`src/hw/rtl/assert_macros.svh`:
```
// Assertion macros for the RTL of the range-add range-sum tree.
// No dependencies.
`ifndef ASSERT_MACROS_SVH
`define ASSERT_MACROS_SVH

// Same-cycle implication, disabled while reset is asserted.
`define RRST_ASSERT_IMPL(label, clk, rstn, ante, cons) \
    label: assert property (@(posedge clk) disable iff (!rstn) (ante) |-> (cons)) \
        else $error("rrst assertion failed");

// Next-cycle implication, disabled while reset is asserted.
`define RRST_ASSERT_NEXT(label, clk, rstn, ante, cons) \
    label: assert property (@(posedge clk) disable iff (!rstn) (ante) |=> (cons)) \
        else $error("rrst assertion failed");

`endif

```
`src/hw/rtl/rrst_pkg.sv`:
```
// Constants and types of the range-add range-sum tree.
// No dependencies; used by rrst_ctrl and the top level.
package rrst_pkg;

    localparam int LEAVES     = 1024;
    localparam int LOG_LEAVES = $clog2(LEAVES);
    localparam int DEPTH      = 2 * LEAVES;
    localparam int NODE_W     = LOG_LEAVES + 1;
    localparam int PTR_W      = NODE_W + 1;
    localparam int LVL_W      = $clog2(LOG_LEAVES + 1);
    localparam int SUM_W      = 64;
    localparam int VAL_W      = 32;
    localparam int START_W    = 10;
    localparam int END_W      = 11;

    localparam logic FUNC_ADD = 1'b0;
    localparam logic FUNC_SUM = 1'b1;

    typedef struct packed {
        logic              we;
        logic [NODE_W-1:0] addr;
        logic [SUM_W-1:0]  data;
    } mem_wr_t;

    typedef struct packed {
        logic             valid;
        logic [SUM_W-1:0] sum;
    } res_t;

endpackage

```
`src/hw/rtl/rrst_ctrl.sv`:
```
// Sequencer of the range-add range-sum tree: clears both node memories,
// walks range level by level; read-modify-writes (add) or sums (sum)
// nodes and ancestors. Depends on rrst_pkg and assert_macros.svh.
`include "assert_macros.svh"

module rrst_ctrl (
    input  logic                           aclk,
    input  logic                           aresetn,
    input  logic                           s_valid,
    output logic                           s_ready,
    input  logic                           s_func,
    input  logic [rrst_pkg::START_W-1:0]   s_range_start,
    input  logic [rrst_pkg::END_W-1:0]     s_range_end,
    input  logic signed [rrst_pkg::VAL_W-1:0] s_add_value,
    output rrst_pkg::res_t                 res,
    input  logic                           res_ready,
    output rrst_pkg::mem_wr_t              sum_wr,
    output logic [rrst_pkg::NODE_W-1:0]    sum_raddr,
    input  logic [rrst_pkg::SUM_W-1:0]     sum_rdata,
    output rrst_pkg::mem_wr_t              add_wr,
    output logic [rrst_pkg::NODE_W-1:0]    add_raddr,
    input  logic [rrst_pkg::SUM_W-1:0]     add_rdata
);

    localparam int NODE_W = rrst_pkg::NODE_W;
    localparam int PTR_W  = rrst_pkg::PTR_W;
    localparam int LVL_W  = rrst_pkg::LVL_W;
    localparam int SUM_W  = rrst_pkg::SUM_W;
    localparam logic [PTR_W-1:0] LEAVES_P = PTR_W'(rrst_pkg::LEAVES);

    typedef enum logic [7:0] {
        ST_CLEAR  = 8'b0000_0001,
        ST_IDLE   = 8'b0000_0010,
        ST_WALK   = 8'b0000_0100,
        ST_NODE_RD = 8'b0000_1000,
        ST_NODE_WR = 8'b0001_0000,
        ST_ANC_RD = 8'b0010_0000,
        ST_ANC_WR = 8'b0100_0000,
        ST_DONE   = 8'b1000_0000
    } state_t;

    typedef enum logic [2:0] {
        STEP_LO    = 3'b001,
        STEP_HI    = 3'b010,
        STEP_SHIFT = 3'b100
    } step_t;

    state_t              state_reg, state_next;
    step_t               step_reg, step_next;
    logic [NODE_W-1:0]   clr_reg, clr_next;
    logic                is_add_reg, is_add_next;
    logic [SUM_W-1:0]    val_reg, val_next;
    logic [PTR_W-1:0]    lo_reg, lo_next;
    logic [PTR_W-1:0]    hi_reg, hi_next;
    logic [LVL_W-1:0]    lvl_reg, lvl_next;
    logic [NODE_W-1:0]   node_reg, node_next;
    logic [SUM_W-1:0]    acc_reg, acc_next;

    logic [PTR_W-1:0]    start_ext, end_ext, lo_sat, hi_sat, hi_dec;
    logic [NODE_W-1:0]   parent;
    logic [SUM_W-1:0]    scaled;

    assign start_ext = PTR_W'(s_range_start);
    assign end_ext   = PTR_W'(s_range_end);
    assign lo_sat    = (start_ext > LEAVES_P) ? LEAVES_P : start_ext;
    assign hi_sat    = (end_ext > LEAVES_P) ? LEAVES_P : end_ext;
    assign hi_dec    = hi_reg - PTR_W'(1);
    assign parent    = node_reg >> 1;
    // per-element add scaled by node size (2^level)
    assign scaled    = (is_add_reg ? val_reg : add_rdata) << lvl_reg;
    assign sum_raddr = node_reg;
    assign add_raddr = node_reg;

    always_comb begin
        state_next  = state_reg;
        step_next   = step_reg;
        clr_next    = clr_reg;
        is_add_next = is_add_reg;
        val_next    = val_reg;
        lo_next     = lo_reg;
        hi_next     = hi_reg;
        lvl_next    = lvl_reg;
        node_next   = node_reg;
        acc_next    = acc_reg;
        s_ready     = 1'b0;
        res.valid   = 1'b0;
        res.sum     = acc_reg;
        sum_wr      = '0;
        add_wr      = '0;
        case (state_reg)
            ST_CLEAR: begin
                sum_wr.we   = 1'b1;
                sum_wr.addr = clr_reg;
                add_wr.we   = 1'b1;
                add_wr.addr = clr_reg;
                clr_next    = clr_reg + NODE_W'(1);
                if (clr_reg == '1) begin
                    state_next = ST_IDLE;
                end
            end
            ST_IDLE: begin
                s_ready = 1'b1;
                if (s_valid) begin
                    is_add_next = (s_func == rrst_pkg::FUNC_ADD);
                    val_next    = SUM_W'(s_add_value);
                    lo_next     = lo_sat + LEAVES_P;
                    hi_next     = hi_sat + LEAVES_P;
                    lvl_next    = '0;
                    step_next   = STEP_LO;
                    acc_next    = '0;
                    state_next  = ST_WALK;
                end
            end
            ST_WALK: begin
                case (step_reg)
                    STEP_LO: begin
                        if (lo_reg >= hi_reg) begin
                            state_next = is_add_reg ? ST_IDLE : ST_DONE;
                        end else if (lo_reg[0]) begin
                            node_next  = lo_reg[NODE_W-1:0];
                            lo_next    = lo_reg + PTR_W'(1);
                            step_next  = STEP_HI;
                            state_next = ST_NODE_RD;
                        end else begin
                            step_next = STEP_HI;
                        end
                    end
                    STEP_HI: begin
                        step_next = STEP_SHIFT;
                        if (hi_reg[0]) begin
                            hi_next    = hi_dec;
                            node_next  = hi_dec[NODE_W-1:0];
                            state_next = ST_NODE_RD;
                        end
                    end
                    STEP_SHIFT: begin
                        lo_next   = lo_reg >> 1;
                        hi_next   = hi_reg >> 1;
                        lvl_next  = lvl_reg + LVL_W'(1);
                        step_next = STEP_LO;
                    end
                    default: begin
                        step_next = STEP_LO;
                    end
                endcase
            end
            ST_NODE_RD: begin
                state_next = ST_NODE_WR;
            end
            ST_NODE_WR: begin
                if (is_add_reg) begin
                    add_wr.we   = 1'b1;
                    add_wr.addr = node_reg;
                    add_wr.data = add_rdata + val_reg;
                end else begin
                    acc_next = acc_reg + sum_rdata + scaled;
                end
                node_next  = parent;
                state_next = (parent == '0) ? ST_WALK : ST_ANC_RD;
            end
            ST_ANC_RD: begin
                state_next = ST_ANC_WR;
            end
            ST_ANC_WR: begin
                if (is_add_reg) begin
                    sum_wr.we   = 1'b1;
                    sum_wr.addr = node_reg;
                    sum_wr.data = sum_rdata + scaled;
                end else begin
                    acc_next = acc_reg + scaled;
                end
                node_next  = parent;
                state_next = (parent == '0) ? ST_WALK : ST_ANC_RD;
            end
            ST_DONE: begin
                res.valid = 1'b1;
                if (res_ready) begin
                    state_next = ST_IDLE;
                end
            end
            default: begin
                state_next = ST_IDLE;
            end
        endcase
    end

    always_ff @(posedge aclk) begin
        if (!aresetn) begin
            state_reg <= ST_CLEAR;
            step_reg  <= STEP_LO;
            clr_reg   <= '0;
        end else begin
            state_reg <= state_next;
            step_reg  <= step_next;
            clr_reg   <= clr_next;
        end
        is_add_reg <= is_add_next;
        val_reg    <= val_next;
        lo_reg     <= lo_next;
        hi_reg     <= hi_next;
        lvl_reg    <= lvl_next;
        node_reg   <= node_next;
        acc_reg    <= acc_next;
    end

    `RRST_ASSERT_IMPL(a_walk_order, aclk, aresetn,
        (state_reg == ST_WALK && step_reg != STEP_LO), (lo_reg <= hi_reg))
    `RRST_ASSERT_IMPL(a_sum_wr_state, aclk, aresetn,
        sum_wr.we, (state_reg == ST_CLEAR || state_reg == ST_ANC_WR))
    `RRST_ASSERT_IMPL(a_add_wr_state, aclk, aresetn,
        add_wr.we, (state_reg == ST_CLEAR || state_reg == ST_NODE_WR))
    `RRST_ASSERT_IMPL(a_res_only_sum, aclk, aresetn, res.valid, !is_add_reg)
    `RRST_ASSERT_NEXT(a_done_to_idle, aclk, aresetn, (res.valid && res_ready), s_ready)

endmodule

```
`config.mk`:
```
export PLATFORM = sky130hd
export DESIGN_NAME = rrst_ctrl
export DESIGN_NICKNAME = d
export VERILOG_FILES = /design/src/hw/rtl/rrst_pkg.sv /design/src/hw/rtl/rrst_ctrl.sv
export VERILOG_INCLUDE_DIRS = /design/src /design/src/hw/rtl
export SDC_FILE = /design/constraint.sdc
export NUM_CORES = 1
export LEC_CHECK = 0
export BUFFER_PORTS_ARGS = -buffer_cell sky130_fd_sc_hd__buf_2
export CAP_MARGIN = 20
export CORE_MARGIN = 2
export CORE_UTILIZATION = 53
export DETAILED_ROUTE_END_ITERATION = 6
export PLACE_DENSITY = 0.75
export SLEW_MARGIN = 20
export SYNTH_ARGS = -nofsm -noshare
export SYNTH_HDL_FRONTEND = slang
export SYNTH_SLANG_ARGS = --single-unit
```
`constraint.sdc`:
```
create_clock -name aclk -period 18.1 [get_ports aclk]
set_clock_uncertainty 0.2 [all_clocks]
set_input_delay 0.905 -clock aclk [delete_from_list [all_inputs] [get_ports aclk]]
set_output_delay 0.905 -clock aclk [all_outputs]
set_load 0.01 [all_outputs]
```
==> PnR_summary.wiki <==
{| class="wikitable"
! Metric !! Value
|-
| Run status || complete, no violations
|-
| Static Leak || 13.5 nW
|-
| Residual antenna-violating net count after detailed routing || 0
|-
| Largest net degree at the start of global routing || 82
|-
| Area delta synth->final || 11.5%
|-
| Total standard cell area after synthesis || 26900 um2
|-
| Setup repair after global routing missed its margin || no
|-
| Sequential share of the synthesized area || 0.168
|-
| Share of synthesized cell area in full adder, half adder and majority cells || 0.174
|-
| TritonCTS buffer count || 17
|-
| Highest clock rate || 120 MHz
|-
| CP Buf/Inv Count || 2
|-
| Power per cell area || between 80 and 90 nW/um2
|-
| Synthesized net count || 3829
|-
| Detailed router's first-iteration violation count || 2514
|-
| Cell total after placement || 4253
|-
| Top post-synthesis cells by count || 322 x nor2_1, 320 x a21oi_1, 267 x ha_1, 242 x nand2_1, 204 x o21ai_0
|-
| Area fraction in compound gates after synthesis || 0.267
|-
| H-Tree Depth || 4
|-
| HPWL reported at the end of detailed placement || 77500 um
|-
| Clk slew on worst S/H paths || 0.07 ns
|-
| Via count of the first global-routing pass || roughly 26000
|-
| Dominant combinational cell family by area after synthesis || compound AO/OA/AOI/OAI gates
|-
| Delay-heaviest family, CP || compound AO/OA/AOI/OAI gates
|-
| Total routing resource utilization after global routing || 0.345
|-
| CTS Buffer Depth || 2
|-
| Worst Reg2Reg Path Length in Cells || 17
|-
| Final worst path period share || 0.460
|-
| Number of placed I/O pins || 426
|-
| Final routed DRC violation total || 0
|-
| Worst rel slew slack || 0.208
|-
| Synthesized-area fraction occupied by and/or/nand/nor cells || 0.165
|-
| Crit start category || register
|-
| Required @ worst endpoint || 16.99 ns
|-
| Post-CTS setup buffer count || 0
|-
| Remaining global-route overflow || 0
|-
| Wire length of the first global-routing pass || 143000 um
|-
| Horizontal die dimension || 229 um
|-
| Max-slew violation total from the final report || 0
|-
| WL final || ~94000 um
|-
| Area of the core || 50100 um2
|-
| Parity-gate share of the synthesized area counting xor and xnor cells || 0.0881
|-
| Library cells used by synthesis || 84
|-
| Row count || 82
|-
| Hold_buf cts || 0
|-
| Uppermost signal routing layer after detailed routing || met5
|-
| Synth async-reset ratio || 0
|-
| Wire length on met1 || 38600 um
|-
| Synth Instances || 3309
|-
| Endpoint class of the critical path || output pin
|-
| Total negative slack || 0 ns
|-
| Clock Sinks || between 150 and 200
|-
| Slew at the pin closest to its max-slew limit || roughly 1.2 ns
|-
| Root buffer cell || clkbuf_16
|-
| # port buffers || 425
|-
| Highest cell delay on the worst timing path || 0.81 ns
|-
| Number of antenna violations at the first check in global routing || 12
|-
| Prevailing post-synth register cell || edfxtp_1
|-
| Average vias per placed instance || 6.37
|-
| Die ar. || 52500 um2
|-
| Crit path arrival time || 7.22 ns
|-
| Pre-CTS WS || 10.47 ns
|-
| Number of flip-flops in the largest register || 64
|-
| Cell count of the worst hold path || 1
|-
| Max VDD drop || 0.0525 mV
|-
| Slowest stage cell on the critical path || edfxtp_1
|-
| Global placer's final weighted congestion || 1.07
|-
| Post-cts resize count || 0
|-
| Most area-consuming cells after synthesis || edfxtp_1 15%, ha_1 12%, a21oi_1 6.0%
|-
| Max-Cap Viols || 0
|-
| Final net count || 4120
|-
| Cells along the critical path || buf_4 > mux4_2 > mux2i_1 > mux2_2 > mux2i_1 > ha_1 > a21oi_1 > o211ai_1 > a21oi_1 > a211oi_1 > o31ai_1 > nor4_1 > nor4_1 > o21ai_1 > a311oi_1 > xor2_1 > nor2_1 > buf_2
|-
| Worst Slack Setup Final || 9.77 ns
|-
| Vertical die dimension || 229 um
|-
| Met3 layer wire length in the routed design || 7820 um
|-
| Wirelength per Cell || 22.0 um
|-
| Number of standard cells in the final layout excluding fillers || ~4300
|-
| Register bit total from synthesis || ~160
|-
| Count of synthesis-stage warnings from yosys || 0
|-
| Ratio of cells with drive above 1 in the final layout || 0.171
|-
| Count of endpoints failing setup in the final report || 0
|-
| Total met2 wirelength after detailed routing || around 43000 um
|-
| Clock tree from TritonCTS || done
|-
| Synth area leader || edfxtp_1
|-
| Starting utilization of the core area || 0.536
|-
| Final hold violations || 0
|-
| Via count || 27319
|-
| Count leader, synth || nor2_1
|-
| Post-synth top area share || 0.152
|-
| Hold crit path type || register to register
|-
| Time the worst path needs with I/O delays and setup || 8.33 ns
|-
| Maximum fanout count along the critical path || 50
|-
| First-pass iteration count of the detailed router || 5
|-
| Number of synthesized flops with an enable pin || 136
|-
| Clock network latency to the later pin of the worst-skew pair || around 0.47 ns
|-
| WS Path Type || register to output pin
|-
| Syn_area_per_cell || between 8 and 9 um2
|-
| Multiplexer share of the synthesized area || 0.0960
|-
| Levels on crit path || 18
|}
-- kinds of logic after synthesis --
logic type	after synthesis
xor gates and xnor gates	270
and+or+nand+nor	941
DFF	158
muxes	210
AOI/OAI and AO/OA	1112
adders and majority gates	334
buffers and inverters	284
-- report_power, final --
part           switching [mW]  leakage [nW]  total (mW)  internal (mW)
clock                   0.179         0.280       0.363          0.184
sequential             0.0401          1.43       0.470          0.430
combinational            1.04          11.8        1.72          0.677
-- worst paths after layout --
path                                   start  slack [ns]            to
worst min-delay path            state_reg[3]        0.32  state_reg[6]
worst max-delay path              is_add_reg        9.77    sum_wr[60]
worst min register to register  state_reg[3]        0.32  state_reg[6]
worst max register to register    is_add_reg       10.68   acc_reg[61]
-- area by class of cell --
class | instances | area [um2]
timing repair buffer | 459 | 2380
inverter | 97 | 364
clock buffer | 18 | 439
tap | 672 | 841
fill | 4778 | 20100
antenna | 4 | 10.0
multi-input combinational | 2867 | 21300
clock inverter | 14 | 126
sequential | 158 | 4520
-- per-layer routing --
layer / GRT usage / vias to the layer above
li1: - / 12950
met4: 0.160 / 12
met2: 0.562 / 1213
met1: 0.437 / 12874
met3: 0.0720 / 270
met5: 0 / -
-- cell usage in the layout (no fill, tap or decap), types with 117 or more instances in the layout --
cell / n
edfxtp_1: 136
nor2_1: 321
xor2_1: 125
ha_1: 267
mux2i_1: 117
o21ai_0: 204
xnor2_1: 145
a21oi_1: 320
a21o_1: 156
nand2_1: 240
buf_2: 425
-- per-stage QoR --
stage                     area (um2)  hold WS, ns  power [mW]  utilization
final                          29900        0.319        2.55        0.598
after global routing           29900        0.338        2.73        0.598
after CTS                      29900        0.314        2.52        0.598
after detailed placement       29400        0.303        2.15        0.587
after global placement         29400        0.288        2.15        0.587
after floorplan                26900        0.272        1.73            -
(Power assumes the default switching activity.)
